## config.mk

```make
export PLATFORM = sky130hd
export DESIGN_NAME = ring_clock_led_levels
export DESIGN_NICKNAME = d
export VERILOG_FILES = /design/src/rtl/rclk_pkg.sv /design/src/rtl/rclk_front.sv /design/src/rtl/rclk_queue.sv /design/src/rtl/rclk_back.sv /design/src/rtl/ring_clock_led_levels.sv
export SDC_FILE = /design/constraint.sdc
export NUM_CORES = 1
export LEC_CHECK = 0
export BUFFER_PORTS_ARGS = -buffer_cell sky130_fd_sc_hd__buf_2
export CORE_AREA = 2 2 153 155
export CTS_CLUSTER_SIZE = 16
export DETAILED_ROUTE_END_ITERATION = 6
export DIE_AREA = 0 0 155 157
export PLACE_DENSITY = 0.85
export SYNTH_ARGS = -nofsm -noshare
export SYNTH_HDL_FRONTEND = slang
export SYNTH_SLANG_ARGS = --single-unit
```

## constraint.sdc

```tcl
create_clock -name clk -period 10 [get_ports clk]
set_input_delay 3 -clock clk [delete_from_list [all_inputs] [get_ports clk]]
set_output_delay 3 -clock clk [all_outputs]
set_load 0.02 [all_outputs]
```

## src/rtl/rclk_pkg.sv

```systemverilog
package rclk_pkg;

  // Field widths and clock face geometry.
  localparam int unsigned TIME_W  = 26;
  localparam int unsigned POS_W   = 4;
  localparam int unsigned LEVEL_W = 8;
  localparam int unsigned QUO_W   = 8;
  localparam int unsigned REM_W   = 34;

  typedef logic [TIME_W-1:0]  time_t;
  typedef logic [POS_W-1:0]   pos_t;
  typedef logic [LEVEL_W-1:0] level_t;
  typedef logic [QUO_W-1:0]   quo_t;
  typedef logic [REM_W-1:0]   rem_t;

  localparam pos_t   LAST_POS   = pos_t'(11);
  localparam level_t FULL_LEVEL = level_t'(255);

  // The time is scaled by 255/5000 * 1000 = 51 on entry, so the remainder left after the
  // five-second division is already 51 * t, ready for the division by 1000 that gives the
  // fade level. Every divisor ahead of that step is scaled by the same factor.
  localparam int unsigned SCALE = 51;
  localparam rem_t DIV_HOUR  = rem_t'(SCALE * 3600000);
  localparam rem_t DIV_MARK  = rem_t'(SCALE * 300000);
  localparam rem_t DIV_FIVE  = rem_t'(SCALE * 5000);
  localparam rem_t DIV_FADE  = rem_t'(1000);

  // Depth of the queue between the front and back parts.
  localparam int unsigned QDEPTH  = 2;
  localparam int unsigned QPTR_W  = $clog2(QDEPTH);
  localparam int unsigned QCNT_W  = $clog2(QDEPTH + 1);

  // One classified time value, as handed from the front part to the back part.
  typedef struct packed {
    pos_t   hour;
    pos_t   mark;
    pos_t   lead;
    level_t lead_level;
    level_t next_level;
  } rclk_entry_t;

  // Reduces a value below 60 to a clock position.
  function automatic pos_t mod12(input logic [5:0] q);
    pos_t r;
    if (q >= 6'd48) begin
      r = pos_t'(q - 6'd48);
    end else if (q >= 6'd36) begin
      r = pos_t'(q - 6'd36);
    end else if (q >= 6'd24) begin
      r = pos_t'(q - 6'd24);
    end else if (q >= 6'd12) begin
      r = pos_t'(q - 6'd12);
    end else begin
      r = pos_t'(q);
    end
    return r;
  endfunction

endpackage

```

## src/rtl/rclk_front.sv

```systemverilog
module rclk_front (
  input  logic                  clk,
  input  logic                  rst,
  input  logic                  in_valid,
  output logic                  in_stall,
  input  rclk_pkg::time_t       time_ms,
  output logic                  push,
  output rclk_pkg::rclk_entry_t push_entry,
  input  logic                  push_ready
);

  localparam logic [1:0] PH_HOUR = 2'd0;
  localparam logic [1:0] PH_MARK = 2'd1;
  localparam logic [1:0] PH_LEAD = 2'd2;
  localparam logic [1:0] PH_FADE = 2'd3;

  logic                 busy;
  logic [1:0]           phase;
  logic [1:0]           dig;
  logic [1:0]           dig_start;
  rclk_pkg::rem_t       rem;
  rclk_pkg::quo_t       quo;
  rclk_pkg::pos_t       hour;
  rclk_pkg::pos_t       mark;
  rclk_pkg::pos_t       lead;

  rclk_pkg::rem_t       base;
  rclk_pkg::rem_t       dsh;
  rclk_pkg::rem_t       c2;
  rclk_pkg::rem_t       c3;
  rclk_pkg::rem_t       sel;
  rclk_pkg::rem_t       rem_sub;
  logic [1:0]           digit;
  rclk_pkg::quo_t       quo_step;
  logic                 last_step;
  logic                 step_en;
  logic                 accept;

  // Divisor for the current phase, shifted to the current radix-4 digit.
  always_comb begin
    case (phase)
      PH_HOUR: base = rclk_pkg::DIV_HOUR;
      PH_MARK: base = rclk_pkg::DIV_MARK;
      PH_LEAD: base = rclk_pkg::DIV_FIVE;
      PH_FADE: base = rclk_pkg::DIV_FADE;
      default: base = rclk_pkg::DIV_FADE;
    endcase
    dsh = base << {dig, 1'b0};
    c2  = dsh << 1;
    c3  = dsh + c2;
  end

  // A radix-4 digit per cycle, last held on a full queue: 3 parallel compares, 1 subtract.
  always_comb begin
    if (rem >= c3) begin
      digit = 2'd3;
      sel   = c3;
    end else if (rem >= c2) begin
      digit = 2'd2;
      sel   = c2;
    end else if (rem >= dsh) begin
      digit = 2'd1;
      sel   = dsh;
    end else begin
      digit = 2'd0;
      sel   = '0;
    end
    rem_sub  = rem - sel;
    quo_step = {quo[5:0], digit};
  end

  // First digit of the phase that follows the current one.
  always_comb begin
    case (phase)
      PH_HOUR: dig_start = 2'd1;
      PH_MARK: dig_start = 2'd2;
      PH_LEAD: dig_start = 2'd3;
      default: dig_start = 2'd2;
    endcase
  end

  // Handshake: a new beat is taken while the last digit of the previous one is handed on.
  assign last_step = busy && (phase == PH_FADE) && (dig == 2'd0);
  assign push      = last_step;
  assign step_en   = busy && (!last_step || push_ready);
  assign in_stall  = busy && !(last_step && push_ready);
  assign accept    = in_valid && !in_stall;

  // The fade quotient gives the trailing level; the leading level is 255 minus its ceiling.
  always_comb begin
    push_entry.hour       = hour;
    push_entry.mark       = mark;
    push_entry.lead       = lead;
    push_entry.next_level = quo_step;
    push_entry.lead_level = rclk_pkg::FULL_LEVEL - quo_step
                            - rclk_pkg::level_t'(rem_sub != '0);
  end

  // Sequencer control.
  always_ff @(posedge clk) begin
    if (rst) begin
      busy  <= 1'b0;
      phase <= PH_HOUR;
      dig   <= 2'd2;
    end else if (accept) begin
      busy  <= 1'b1;
      phase <= PH_HOUR;
      dig   <= 2'd2;
    end else if (step_en) begin
      if (dig == 2'd0) begin
        phase <= phase + 2'd1;
        dig   <= dig_start;
        if (last_step) begin
          busy <= 1'b0;
        end
      end else begin
        dig <= dig - 2'd1;
      end
    end
  end

  // Divider datapath and the positions captured as the hour, mark and lead phases end.
  always_ff @(posedge clk) begin
    if (accept) begin
      rem <= rclk_pkg::rem_t'(time_ms) * rclk_pkg::rem_t'(rclk_pkg::SCALE);
      quo <= '0;
    end else if (step_en) begin
      rem <= rem_sub;
      if (dig == 2'd0) begin
        quo <= '0;
        case (phase)
          PH_HOUR: hour <= rclk_pkg::mod12(quo_step[5:0]);
          PH_MARK: mark <= quo_step[rclk_pkg::POS_W-1:0];
          PH_LEAD: lead <= rclk_pkg::mod12(quo_step[5:0]);
          default: ;
        endcase
      end else begin
        quo <= quo_step;
      end
    end
  end

`ifndef SYNTHESIS
  // The restoring division never leaves a remainder beyond what the open digits can take.
  a_rem_bound: assert property (@(posedge clk) disable iff (rst)
    busy |-> (rem < (dsh << 2)))
    else $error("front: remainder exceeds digit range");

  // Every classified beat carries positions on the clock face.
  a_pos_range: assert property (@(posedge clk) disable iff (rst)
    push |-> (hour <= rclk_pkg::LAST_POS && mark <= rclk_pkg::LAST_POS
              && lead <= rclk_pkg::LAST_POS))
    else $error("front: position out of range");

  // The sequencer only goes idle after handing a finished beat to the queue.
  a_idle_after_push: assert property (@(posedge clk) disable iff (rst)
    ($fell(busy) && $past(!rst)) |-> $past(last_step && push_ready))
    else $error("front: went idle without a push");
`endif

endmodule

```

## src/rtl/rclk_queue.sv

```systemverilog
module rclk_queue (
  input  logic                  clk,
  input  logic                  rst,
  input  logic                  push,
  input  rclk_pkg::rclk_entry_t push_entry,
  output logic                  push_ready,
  output logic                  pop_valid,
  output rclk_pkg::rclk_entry_t pop_entry,
  input  logic                  pop
);

  rclk_pkg::rclk_entry_t             mem [rclk_pkg::QDEPTH];
  logic [rclk_pkg::QPTR_W-1:0]       wr_ptr;
  logic [rclk_pkg::QPTR_W-1:0]       rd_ptr;
  logic [rclk_pkg::QCNT_W-1:0]       count;
  logic                              do_push;
  logic                              do_pop;

  assign push_ready = (count != rclk_pkg::QCNT_W'(rclk_pkg::QDEPTH));
  assign pop_valid  = (count != '0);
  assign do_push    = push && push_ready;
  assign do_pop     = pop && pop_valid;
  assign pop_entry  = mem[rd_ptr];

  // Pointers and fill count.
  always_ff @(posedge clk) begin
    if (rst) begin
      wr_ptr <= '0;
      rd_ptr <= '0;
      count  <= '0;
    end else begin
      if (do_push) begin
        wr_ptr <= (wr_ptr == rclk_pkg::QPTR_W'(rclk_pkg::QDEPTH - 1)) ? '0 : wr_ptr + 1'b1;
      end
      if (do_pop) begin
        rd_ptr <= (rd_ptr == rclk_pkg::QPTR_W'(rclk_pkg::QDEPTH - 1)) ? '0 : rd_ptr + 1'b1;
      end
      if (do_push && !do_pop) begin
        count <= count + 1'b1;
      end else if (do_pop && !do_push) begin
        count <= count - 1'b1;
      end
    end
  end

  // Entry storage.
  always_ff @(posedge clk) begin
    if (do_push) begin
      mem[wr_ptr] <= push_entry;
    end
  end

`ifndef SYNTHESIS
  // The back part only retires an entry that is there.
  a_pop_valid: assert property (@(posedge clk) disable iff (rst)
    pop |-> pop_valid)
    else $error("queue: pop from empty queue");

  // A push that waits on a full queue is held with its entry unchanged.
  a_push_held: assert property (@(posedge clk) disable iff (rst)
    (push && !push_ready) |=> (push && $stable(push_entry)))
    else $error("queue: waiting push dropped or changed");

  // Pointers stay consistent with the fill count.
  a_ptr_count: assert property (@(posedge clk) disable iff (rst)
    (count == '0 || count == rclk_pkg::QCNT_W'(rclk_pkg::QDEPTH)) |-> (wr_ptr == rd_ptr))
    else $error("queue: pointers disagree with count");
`endif

endmodule

```

## src/rtl/rclk_back.sv

```systemverilog
module rclk_back (
  input  logic                  clk,
  input  logic                  rst,
  input  logic                  pop_valid,
  input  rclk_pkg::rclk_entry_t pop_entry,
  output logic                  pop,
  output logic                  out_valid,
  input  logic                  out_stall,
  output rclk_pkg::pos_t        led_index,
  output rclk_pkg::level_t      outer_level,
  output rclk_pkg::level_t      inner_level,
  output logic                  last
);

  rclk_pkg::pos_t   pos;
  rclk_pkg::pos_t   next_pos;
  rclk_pkg::level_t inner_val;
  rclk_pkg::level_t outer_val;
  logic             adv;
  logic             load;

  // The output register moves on whenever it is empty or being taken.
  assign adv  = !out_valid || !out_stall;
  assign load = adv && pop_valid;
  assign pop  = load && (pos == rclk_pkg::LAST_POS);

  // Levels for the position being emitted; the minute mark wins over the fade.
  always_comb begin
    next_pos = (pop_entry.lead == rclk_pkg::LAST_POS) ? '0 : pop_entry.lead + 1'b1;
    if (pos == pop_entry.mark) begin
      inner_val = rclk_pkg::FULL_LEVEL;
    end else if (pos == pop_entry.lead) begin
      inner_val = pop_entry.lead_level;
    end else if (pos == next_pos) begin
      inner_val = pop_entry.next_level;
    end else begin
      inner_val = '0;
    end
    outer_val = (pos == pop_entry.hour) ? rclk_pkg::FULL_LEVEL : '0;
  end

  // Position counter and output valid.
  always_ff @(posedge clk) begin
    if (rst) begin
      out_valid <= 1'b0;
      pos       <= '0;
    end else if (adv) begin
      out_valid <= pop_valid;
      if (pop_valid) begin
        pos <= (pos == rclk_pkg::LAST_POS) ? '0 : pos + 1'b1;
      end
    end
  end

  // Output beat register.
  always_ff @(posedge clk) begin
    if (load) begin
      led_index   <= pos;
      outer_level <= outer_val;
      inner_level <= inner_val;
      last        <= (pos == rclk_pkg::LAST_POS);
    end
  end

`ifndef SYNTHESIS
  // The closing beat of a run sits at the last clock position.
  a_last_pos: assert property (@(posedge clk) disable iff (rst)
    (out_valid && last) |-> (led_index == rclk_pkg::LAST_POS))
    else $error("back: last flag away from last position");

  // An entry is retired only once all twelve positions are out.
  a_pop_at_end: assert property (@(posedge clk) disable iff (rst)
    pop |-> (pos == rclk_pkg::LAST_POS))
    else $error("back: entry retired early");

  // A run always starts at twelve o'clock.
  a_run_start: assert property (@(posedge clk) disable iff (rst)
    ($rose(out_valid) && $past(!rst)) |-> (led_index == '0))
    else $error("back: run does not start at position zero");
`endif

endmodule

```

## src/rtl/ring_clock_led_levels.sv

```systemverilog
// Channel   Handshake              Beat contents
// input     in_valid / in_stall    time_ms
// output    out_valid / out_stall  led_index, outer_level, inner_level, last
//
// Each time value yields twelve output beats, positions 0 to 11, last set on the twelfth.
// Sustained throughput is bounded both by the twelve radix-4 digit steps of the shared
// divider in the front part and by the twelve beats of the back part. The first beat of
// a value goes through the divider, the queue and the output register of the back part.
// A two-entry queue lets the divider run ahead while the output is stalled.
// Reset is synchronous and active high; it empties the queue and idles both parts.
module ring_clock_led_levels (
  input  logic                      clk,
  input  logic                      rst,
  input  logic                      in_valid,
  output logic                      in_stall,
  input  logic [25:0]               time_ms,
  output logic                      out_valid,
  input  logic                      out_stall,
  output logic [3:0]                led_index,
  output logic [7:0]                outer_level,
  output logic [7:0]                inner_level,
  output logic                      last
);

  logic                  push;
  logic                  push_ready;
  rclk_pkg::rclk_entry_t push_entry;
  logic                  pop;
  logic                  pop_valid;
  rclk_pkg::rclk_entry_t pop_entry;

  // Front part: splits the time and works out the fade levels.
  rclk_front u_front (
    .clk        (clk),
    .rst        (rst),
    .in_valid   (in_valid),
    .in_stall   (in_stall),
    .time_ms    (time_ms),
    .push       (push),
    .push_entry (push_entry),
    .push_ready (push_ready)
  );

  // Queue between the two parts.
  rclk_queue u_queue (
    .clk        (clk),
    .rst        (rst),
    .push       (push),
    .push_entry (push_entry),
    .push_ready (push_ready),
    .pop_valid  (pop_valid),
    .pop_entry  (pop_entry),
    .pop        (pop)
  );

  // Back part: walks the twelve positions.
  rclk_back u_back (
    .clk         (clk),
    .rst         (rst),
    .pop_valid   (pop_valid),
    .pop_entry   (pop_entry),
    .pop         (pop),
    .out_valid   (out_valid),
    .out_stall   (out_stall),
    .led_index   (led_index),
    .outer_level (outer_level),
    .inner_level (inner_level),
    .last        (last)
  );

endmodule
```

* After elaboration in Yosys (flattened, before gate mapping)
Memory sizes are Yosys's and may differ from the RTL's. A register that Yosys moved wholly into a read port is not among the register bits.
Index checks and enable logic that the tools add are counted.
** Word-level totals
- Flip-flop bits (word level) :: 87
- Latch bits :: 0
- Memory bits (writable) :: 56
- Bits in read-only memories :: 0
- Input port bits :: 30
- Output and inout port bits :: 23
- Word-level logic and storage cells :: 122
- Memories :: 1
** Memories
- u_queue.mem :: words 2, width 28, read ports 1, clocked after Yosys merged registers in 1, wr ports 1, line rclk_queue.sv:12 : rclk_pkg::rclk_entry_t mem [rclk_pkg::QDEPTH];
** Operators by class
- Add/subtract/negate cells :: 16
- $mul :: 1
- Divide/modulo/power cells :: 0
- Magnitude comparators :: 7
- Eq/ne operators :: 10
- Shift-type cells :: 1
- Muxes and demuxes :: 33
- Bitwise logic cells :: 1
- Reductions and logical operators :: 34
** Operator list (number)
- 34-bit case mux with 4 select lines :: 1
- 34-bit greater-or-equal comparator :: 3
- 34-bit 2-to-1 mux :: 3
- 32-bit 2-to-1 mux :: 2
- 34-bit adder :: 1
- 34-bit nonzero test :: 1
- 34-bit by 3-bit << shifter with 34-bit output :: 1
- 34-bit subtractor :: 1
- 26-bit by 6-bit multiplier with 32-bit output, second input constant :: 1
- 4-bit 2-to-1 mux :: 6
- 8-bit 2-to-1 mux :: 3
- 4-bit equality test :: 4
- 6-bit greater-or-equal comparator, second input constant :: 2
- 4-bit AND reduction :: 3
- 1-bit logical AND :: 11
- 1-bit 2-to-1 mux :: 11
- 2-bit 2-to-1 mux :: 5
- 2-bit nonzero test :: 5
- 4-bit by 1-bit adder with 4-bit output, second input constant :: 2
- 4-bit equality test, second input constant :: 2
- 4-bit subtractor, second input constant :: 2
- 8-bit by 1-bit subtractor with 8-bit output :: 1
- 8-bit subtractor, first input constant :: 1
- 6-bit by 4-bit greater-or-equal comparator with 1-bit output, second input constant :: 1
- other kinds (18) :: 30

* Logic depth before layout (Yosys ltp)
Gate-level depths: netlist of run 1.
- Word-level depth :: 12
- Depth in mapped cells :: 46
- Depth with buffers taken out :: 42

* Hierarchy
Synthesis of run 1 repeated with hierarchy kept, for this count alone.
** Unflattened totals
- Cells, all modules :: 1583
- Area, all modules :: 14617.8 sq um
** By module, submodules not included
- rclk_front :: instances 1, cells each 1356, area an instance 11134.4 sq um
- rclk_queue :: instances 1, cells each 111, area an instance 2239.6 sq um
- rclk_back :: instances 1, cells each 116, area an instance 1243.7 sq um

* Worst setup path after synthesis of run 1
No wires, ideal clock.
- Kind :: flip-flop to flip-flop
- Start :: reg u_front.dig[0]
- End :: mem u_queue.mem[0][14] (netlist bit), data pin
- Library setup time :: 0.263 ns
- Arrival time :: 8.822 ns
- Path slack :: 0.914 ns
- Stages on the path, launching flop included :: 47
- Period minus slack after synthesis :: 9.086 ns
- Cell sequence :: dfxtp_1 > buf_2 > buf_4 > clkbuf_1 > nor2_1 > nand2_1 > inv_1 > ha_1 > fa_1 > o21bai_1 > a221oi_1 > nand4b_1 > o21a_1 > o21ba_2 > o211ai_2 > a21oi_1 > o21bai_1 > xnor2_1 > (+11 left out) > o21ai_0 > ha_1 > o21a_1 > o211ai_1 > a21oi_1 > o211ai_1 > nor3b_1 > o311ai_0 > a21oi_1 > o21ai_0 > xor2_1 > or3_1 > nor4_1 > nand4_1 > ha_1 > nand3_1 > nor2_1 > xnor2_1
** RTL lines
- start: declaration :: line rclk_front.sv:19 : logic [1:0] dig;
- start signal: assignment :: line rclk_front.sv:112 : dig <= dig_start;
- start signal: assignment :: line rclk_front.sv:117 : dig <= dig - 2'd1;
- end: declaration :: line rclk_queue.sv:12

==> flow_summary.toml, run 1 <==
[drt]
antenna_left = 0
routed_wl_um = 35400
vias_per_cell = 6.25
vias = 12257
top_layer = "met4"
drtPass1Iterations = 6
routed-wl-met2_um = 17000
wl_met1_um = 14500
drt_iter0_drc = 923
wl_met3_um = 2410
drc = 0
drt-wirelength-per-cell_um = 18.0

[place]
hpwlAfterDp_um = 27400
place_congestion = 1.03
port_buffers = 52
dp_slack_ns = 0.00510

[die]
fp.dieW_um = 155
die_area_sq_um = 24300
core_sq_um = 22500
initial_utilization = 0.650
die_y_um = 157
rows = 55
io_pins = 53

[worst_setup_path]
startpoint = "u_front.phase[1]$_SDFFE_PP0P_"
r2r-start = "u_front.phase[1]$_SDFFE_PP0P_"
crit_slowest_cell = "mux4_2"
critPathKind = "reg2reg"
cp_common_cell = "ha_1"
cp-end-kind = "flop"
cp_slowest_stage_delay_ns = 0.56
critPathMaxFanout = 23
worstSetupStartpointType = "flop"
required_ns = 10.22
arrival_ns = 9.98

[cts]
clockBufferDepth = 2
htree_levels = 4
cts_tree = "built"
clk_latency_ns = 0.44
path_clk_slew_ns = 0.08
cts_made_buffers = 17
clockRootBuffer = "clkbuf_16"
clock_sinks = 137
hold_buffers = 0

[cells_and_area]
syn_to_final_growth_pct = 8.65
layout_common_cells = "ha_1, inv_1, edfxtp_1, nand2_1, nor2_1"
diodes = 0
fillers = 1694
drive_gt1_frac = 0.102
nets = 1945
final_common_cell = "ha_1"

[global_routing]
antenna_found_initial = 0
grt_max_degree = 52
grtUsageTotal = 0.293
grt-ovfl-total = 0
grt_pass1_vias = 12035
grt_first_pass_wirelength_um = 57100

[power_and_ir_drop]
p_int_w = 0.00270
p_leak_nw = 6.98
seqPwrFrac = 0.180
vdd_drop_max_mv = 0.188
p_comb_frac = 0.700
p_per_area_nw_per_um2 = 337
p_switching_w = 0.00264
switching_share = 0.494
power_w = 0.00535
p_clk_frac = 0.121

[sta]
max_slew_margin = 0.518
setup_slack_ns = 0.244
fin_hold_ws_ns = 0.448
tightest_slew_ns = 0.724
slew_violations = 0
setup-tns-final_ns = 0
hold_violations = 0
clock_skew_ns = 0.0147
min_period_ns = 9.76
setup_violations = 0
final.period_utilization = 0.976
fmax_ghz = 0.103

[synth]
ys_types = 86
dominantRegCellSynth = "edfxtp_1"
ys_ff_latch = 137
synth-async-reset-ratio = 0
ys_warn_count = 0
yosysSeqAreaShare = 0.266
synth_fp_nets = 1899
syn-cell-area_sq_um = 14600
avgSynthCellArea_sq_um = 9.04
synthCells = 1617
synth_edf_count = 114

[run]
cap_violations = 0

[min_path]
min_from = "u_front.mark[0]$_DFFE_PP_"
hp-class = "reg2reg"

[status]
outcome = "complete, no violations"
==> through the flow <==
step | instance area [sq um] | cells | util
after floorplan | 14600 | 1617 | -
after global placement | 15200 | 1925 | 0.674
after detailed placement | 15200 | 1925 | 0.674
after CTS | 15800 | 1957 | 0.702
after global routing | 15900 | 1961 | 0.706
final | 15900 | 1961 | 0.706
==> final timing paths <==
| path | to | slack [ns] | cells past startpoint |
|---|---|---|---|
| setup / recovery | u_queue.mem[1][14]$_DFFE_PP_ | 0.24 | 40 |
| hold / removal | u_queue.mem[0][20]$_DFFE_PP_ | 0.45 | 0 |
| setup reg to reg | u_queue.mem[1][14]$_DFFE_PP_ | 0.24 | 40 |
| hold reg to reg | u_queue.mem[0][20]$_DFFE_PP_ | 0.45 | 0 |
==> timing repair <==
item / CTS / global route
setup buffers: 0 / 4
pin swaps: 1 / 3
endpoints found under the setup margin: 6 / 16
gates resized for setup: 3 / 17
cloned: 0 / 0
==> state kept, by name, summed over array words and instances (netlist names), 2 cells and up, named ones only <==
signal and count:
u_front.dig 2, u_back.inner_level 8, u_back.led_index 4, u_back.pos 4
u_front.hour 4, u_front.phase 2, u_front.quo 6, u_queue.count 2
u_front.lead 4, u_queue.mem 56, u_front.rem 34, u_front.mark 4
==> final cells by class <==
type,instances,area (sq um),area share
multi-input cells,1258,9920,0.625
well taps,285,357,0.0225
clock inverters,15,176,0.0111
inverters,168,631,0.0397
repair buffers,81,482,0.0303
clock buffers,17,425,0.0268
flip-flops and latches,137,3890,0.245
==> Yosys cell counts, drive strengths merged, types with 14 or more instances <==
library cell | instances | area, sq um
and3 | 20 | 125
a211oi | 14 | 130
nor2b | 14 | 87.6
nor2 | 108 | 405
a21o | 47 | 353
edfxtp | 114 | 3420
fa | 45 | 901
inv | 166 | 623
nand2 | 108 | 410
nor3 | 29 | 145
nand3 | 43 | 215
o21ai | 109 | 553
xor2 | 46 | 403
buf | 20 | 126
o21a | 18 | 135
a21oi | 104 | 528
nand4 | 22 | 138
clkbuf | 34 | 128
ha | 207 | 2590
mux2i | 36 | 360
xnor2 | 65 | 569
dfxtp | 23 | 460
==> metal layers <==
layer,GRT usage,vias up
met1,0.351,5713
met2,0.515,503
met5,0,-
met3,0.0493,87
li1,-,5954
met4,0.139,0
==> worst max-delay path, delay by kind of cell, from the launching register on <==
family,cells,cell delay [ns]
adders and majority gates,4,1.22
xor gates and xnor gates,3,0.55
AOI/OAI and AO/OA,15,3.57
muxes,1,0.56
DFF,1,0.35
buffers and inverters,4,0.70
and+or+nand+nor,13,2.56
==> power groups by stage <==
stage          clock network (W)  logic (W)  registers [W]
2_1_floorplan                  0    0.00281       0.000904
3_3_place_gp                   0    0.00346       0.000962
3_5_place_dp                   0    0.00357       0.000966
4_1_cts                 0.000647    0.00361       0.000954
5_1_grt                 0.000668    0.00414       0.000969
6_report                0.000645    0.00374       0.000960
==> logic make-up after synthesis <==
family | Yosys count | synth area share
compound gates | 432 | 0.197
flops | 137 | 0.266
fa+ha+maj | 254 | 0.240
mux | 39 | 0.0285
buf+inv | 222 | 0.0605
xor+xnor | 112 | 0.0681
simple gates | 421 | 0.140
(Power assumes the default switching activity.)
==> inputs of run 2 (changes only) <==
--- a/config.mk
+++ b/config.mk
@@ -6,11 +6,11 @@
 export NUM_CORES = 1
 export LEC_CHECK = 0
 export BUFFER_PORTS_ARGS = -buffer_cell sky130_fd_sc_hd__buf_2
-export CORE_AREA = 2 2 153 155
+export CORE_AREA = 2 2 195 197
 export CTS_CLUSTER_SIZE = 16
 export DETAILED_ROUTE_END_ITERATION = 6
-export DIE_AREA = 0 0 155 157
-export PLACE_DENSITY = 0.85
+export DIE_AREA = 0 0 197 199
+export PLACE_DENSITY = 0.57
 export SYNTH_ARGS = -nofsm -noshare
 export SYNTH_HDL_FRONTEND = slang
 export SYNTH_SLANG_ARGS = --single-unit
==> run 2 against run 1 <==
Compared with the run above:
- power is essentially flat
- clock-buffer cell count is the same
- via count shrank 3.6%
- die area grew 61%
- clock power grew 1%
- first-iteration DRC count shrank 26%
- maximum frequency grew 6.2%
- sequential cell count is the same
- sequential power grew 0.5%
- cell count grew 9.6%
==> flow_summary.toml, run 2 (synthesized netlist as in run 1, its figures left out) <==
[sta]
slew_violations = 0
tightest_slew_ns = 0.845
clock_skew_ns = 0.0119
final.period_utilization = 0.918
max_slew_margin = 0.435
hold_violations = 0
fmax_ghz = 0.109
fin_hold_ws_ns = 0.444
min_period_ns = 9.18
rsz0062_at_grt = "false"
setup_violations = 0

[die]
initial_utilization = 0.394
io_pins = 53
die_area_sq_um = 39200
core_sq_um = 37100
rows = 71
fp.dieW_um = 197
die_y_um = 199

[cells_and_area]
largest_reg_flops = 56
syn_to_final_growth_pct = 10.5
drive_gt1_frac = 0.102
nets = 1944
final_common_cell = "ha_1"
layout_common_cells = "ha_1, inv_1, edfxtp_1, nand2_1, nor2_1"
fillers = 3652
regMostFlops = "u_queue.mem"
final_util = 0.435
diodes = 0
fin_area_sq_um = 16100
largestRegisters = "u_queue.mem: 56 flops, u_front.rem: 34 flops, u_back.inner_level: 8 flops"

[place]
hpwlAfterDp_um = 28700
place_area_sq_um = 15400
port_buffers = 52
place_congestion = 0.908

[min_path]
hold_depth = 0
hp-class = "reg2reg"

[worst_setup_path]
arrival_ns = 9.37
worstSetupStartpointType = "flop"
crit_slowest_cell = "mux4_2"
required_ns = 10.19
critPathKind = "reg2reg"
cp_slowest_stage_delay_ns = 0.60
cp-end-kind = "flop"
critPathMaxFanout = 18
r2r_cells = 38

[power_and_ir_drop]
switching_share = 0.494
seqPwrFrac = 0.181
p_int_w = 0.00271
p_leak_nw = 7.00
p_switching_w = 0.00264
p_clk_frac = 0.122
vdd_drop_max_mv = 0.139
p_comb_frac = 0.697
p_per_area_nw_per_um2 = 331

[cts]
cts_tree = "built"
clockRootBuffer = "clkbuf_16"
clockBufferDepth = 2
hold_buffers = 0
clock_sinks = 137
cts_made_buffers = 17
clk_latency_ns = 0.44
path_clk_slew_ns = 0.07
htree_levels = 4

[drt]
vias = 11814
drc = 0
drt_iter0_drc = 683
drtPass1Iterations = 5
vias_per_cell = 5.50
drt-wirelength-per-cell_um = 17.0
routed_wl_um = 36500
antenna_left = 0

[global_routing]
grt_pass1_vias = 11708
grt_max_degree = 51
grt_first_pass_wirelength_um = 60700
antenna_found_initial = 0
grtUsageTotal = 0.194
grt-ovfl-total = 0

[status]
outcome = "complete, no violations"

[run]
cap_violations = 0
[run 2: changes by cell type in the layout (fill, tap and decap cells not counted), sizes merged]
cell	change
buf	-1
[run 2: worst max-delay path: cells and delay by family (launching register included)]
| kind | cells | cell delay [ns] |
|---|---|---|
| mux | 1 | 0.60 |
| compound gates | 18 | 3.74 |
| xor+xnor | 3 | 0.52 |
| buf+inv | 4 | 0.61 |
| simple gates | 8 | 1.78 |
| flops | 1 | 0.40 |
| fa+ha+maj | 4 | 1.26 |
[run 2: what timing repair did]
| action | CTS | global route |
|---|---|---|
| gates resized for setup | 5 | 19 |
| gates cloned | 0 | 0 |
| pin swaps | 1 | 4 |
| setup endpoints to repair | 16 | 16 |
| buffers inserted | 0 | 4 |
[run 2: stage by stage]
step / power (W) / setup TNS, ns / setup WS, ns / cells
global route: 0.00589 / 0 / 0.0292 / 2149
CTS: 0.00530 / 0 / 0.0367 / 2145
floorplan: 0.00371 / 0 / 0.914 / 1617
detailed placement: 0.00461 / -3.58 / -0.310 / 2113
global placement: 0.00457 / -0.629 / -0.115 / 2113
finish: 0.00535 / 0 / 0.816 / 2149
[run 2: path summary, 6_finish.rpt]
check                                                   start                            to  slack, ns
worst max register to register  u_front.phase[0]$_SDFFE_PP0P_  u_queue.mem[1][15]$_DFFE_PP_       0.82
worst max-delay path            u_front.phase[0]$_SDFFE_PP0P_  u_queue.mem[1][15]$_DFFE_PP_       0.82
worst min-delay path                u_front.hour[1]$_DFFE_PP_  u_queue.mem[1][25]$_DFFE_PP_       0.44
worst min register to register      u_front.hour[1]$_DFFE_PP_  u_queue.mem[1][25]$_DFFE_PP_       0.44
[run 2: power groups by stage]
stage	clock network, W	logic [W]	registers, W
finish	0.000653	0.00373	0.000965
global route	0.000689	0.00422	0.000980
CTS	0.000664	0.00368	0.000961
detailed placement	0	0.00363	0.000974
global placement	0	0.00360	0.000974
floorplan	0	0.00281	0.000904
[run 2: area by class of cell]
type | count | area (sq um) | share of cell area
clock buffers | 17 | 425 | 0.0263
multi-input cells | 1258 | 9950 | 0.616
flip-flops and latches | 137 | 3890 | 0.241
clock inverters | 15 | 176 | 0.0109
repair buffers | 80 | 487 | 0.0301
inverters | 168 | 631 | 0.0391
well taps | 474 | 593 | 0.0367
[run 2: routing by layer]
layer,GRT usage,wire length [um],vias up
li1,-,-,5955
met1,0.265,18000,5620
met3,0.0224,1070,31
met5,0,0,-
met4,0.0512,582,0
met2,0.325,16900,208
==> inputs of run 3 (changes only) <==
--- a/config.mk
+++ b/config.mk
@@ -6,11 +6,10 @@
 export NUM_CORES = 1
 export LEC_CHECK = 0
 export BUFFER_PORTS_ARGS = -buffer_cell sky130_fd_sc_hd__buf_2
-export CORE_AREA = 2 2 195 197
+export CORE_AREA = 2 2 224 171
 export CTS_CLUSTER_SIZE = 16
 export DETAILED_ROUTE_END_ITERATION = 6
-export DIE_AREA = 0 0 197 199
-export PLACE_DENSITY = 0.57
+export DIE_AREA = 0 0 226 173
 export SYNTH_ARGS = -nofsm -noshare
 export SYNTH_HDL_FRONTEND = slang
 export SYNTH_SLANG_ARGS = --single-unit
==> run 3 against run 2 <==
Compared with the run above:
- sequential cell count did not move
- clock power is 1% lower
- first-iteration DRC count is 40% higher
- worst hold slack improved by 0.0010 ns
- via count is 0.79% higher
- global-route usage about the same
- core utilization rose by 0.63 points
- final area increased by 0.29%
- power up 0.71%
- register-to-register slack lost 0.32 ns
- wire length up 1.7%
- critical path type unchanged
- critical endpoint is now u_queue.mem[0][13]$_DFFE_PP_
- largest cell class unchanged
- largest power group unchanged
==> flow_summary.toml, run 3 (synthesized netlist as in run 1, its figures left out) <==
[sta]
max_slew_margin = 0.421
setup-tns-final_ns = 0
setup_slack_ns = 0.498
hold_violations = 0
tightest_slew_ns = 0.867
fmax_ghz = 0.105
final.period_utilization = 0.950
rsz0062_at_grt = "false"
min_period_ns = 9.50
slew_violations = 0
clock_skew_ns = 0.0158
setup_violations = 0

[cells_and_area]
largestRegisters = "u_queue.mem: 56 flops, u_front.rem: 34 flops, u_back.inner_level: 8 flops"
final_common_cell = "ha_1"
final_util = 0.441
fillers = 3570
regMostFlops = "u_queue.mem"
largest_reg_flops = 56
syn_to_final_growth_pct = 10.8
nets = 1946
diodes = 0
drive_gt1_frac = 0.106
layout_common_cells = "ha_1, inv_1, edfxtp_1, nand2_1, nor2_1"

[power_and_ir_drop]
p_leak_nw = 6.99
p_switching_w = 0.00265
p_comb_frac = 0.702
switching_share = 0.493
p_int_w = 0.00273
p_per_area_nw_per_um2 = 332
power_w = 0.00538
vdd_drop_max_mv = 0.215
p_clk_frac = 0.120
seqPwrFrac = 0.178

[die]
core_sq_um = 36700
die_y_um = 173
die_area_sq_um = 39100
io_pins = 53
fp.dieW_um = 226
rows = 61
initial_utilization = 0.398

[cts]
cts_made_buffers = 17
path_clk_slew_ns = 0.06
hold_buffers = 0
htree_levels = 4
clk_latency_ns = 0.44
clockRootBuffer = "clkbuf_16"
clock_sinks = 137
clockBufferDepth = 2
cts_tree = "built"

[place]
place_congestion = 0.921
dp_slack_ns = -0.587
port_buffers = 52
hpwlAfterDp_um = 29400

[worst_setup_path]
critPathMaxFanout = 9
critPathKind = "reg2reg"
worstSetupStartpointType = "flop"
cp_slowest_stage_delay_ns = 0.58
required_ns = 10.15
crit_slowest_cell = "mux4_2"
arrival_ns = 9.66
cp-end-kind = "flop"

[global_routing]
grtUsageTotal = 0.193
grt_pass1_vias = 11329
grt_first_pass_wirelength_um = 60400
antenna_found_initial = 1
grt-ovfl-total = 0
grt_max_degree = 43

[drt]
drt-wirelength-per-cell_um = 17.0
routed_wl_um = 37100
drc = 0
drtPass1Iterations = 5
drt_iter0_drc = 958
vias_per_cell = 5.46
vias = 11907
antenna_left = 0

[min_path]
hp-class = "reg2reg"

[run]
cap_violations = 0

[status]
outcome = "complete, no violations"
run 3: worst max-delay path, delay by kind of cell (launching register included):
family / cells / cell delay, ns
flops: 1 / 0.41
buf+inv: 2 / 0.32
simple gates: 13 / 2.92
mux: 1 / 0.58
xor+xnor: 3 / 0.50
compound gates: 15 / 3.15
fa+ha+maj: 4 / 1.34
run 3: path summary, 6_finish.rpt:
check                                                    from                      endpoint  slack (ns)  cells after the start
worst max-delay path            u_front.phase[0]$_SDFFE_PP0P_  u_queue.mem[0][13]$_DFFE_PP_        0.50                     38
worst min register to register      u_front.lead[0]$_DFFE_PP_  u_queue.mem[0][16]$_DFFE_PP_        0.44                      0
worst min-delay path                u_front.lead[0]$_DFFE_PP_  u_queue.mem[0][16]$_DFFE_PP_        0.44                      0
worst max register to register  u_front.phase[0]$_SDFFE_PP0P_  u_queue.mem[0][13]$_DFFE_PP_        0.50                     38
run 3: cell type report:
class	instances	area [sq um]	area share
Sequential cell	137	3890	0.240
Timing Repair Buffer	82	493	0.0304
Multi-Input combinational cell	1258	9970	0.615
Clock inverter	15	159	0.00981
Clock buffer	17	425	0.0263
Inverter	168	634	0.0392
Tap cell	504	631	0.0389
run 3: metrics by stage:
step | cell area, sq um | hold WS, ns | instances
after global routing | 16200 | 0.460 | 2181
final | 16200 | 0.445 | 2181
after detailed placement | 15500 | 0.432 | 2145
after global placement | 15500 | 0.423 | 2145
after floorplan | 14600 | 0.406 | 1617
after CTS | 16100 | 0.445 | 2177
run 3: power by group through the flow:
stage	Combinational, W	Clock, W	Sequential (W)
floorplan	0.00281	0	0.000904
global placement	0.00360	0	0.000973
detailed placement	0.00364	0	0.000972
CTS	0.00369	0.000659	0.000959
global route	0.00424	0.000680	0.000973
finish	0.00378	0.000646	0.000959
run 3: what timing repair did:
action                                 4_1_cts  5_1_grt
gates resized for setup                      6       23
setup endpoints to repair                   16       16
setup buffers                                0        4
pin swaps                                    0        3
endpoints found under the hold margin        0        0
run 3: metal layers:
metal	track usage	wire length [um]	up-vias
li1	-	-	5948
met1	0.291	18800	5690
met2	0.292	16000	226
met3	0.0245	1570	43
met4	0.0475	682	0
met5	0	0	-
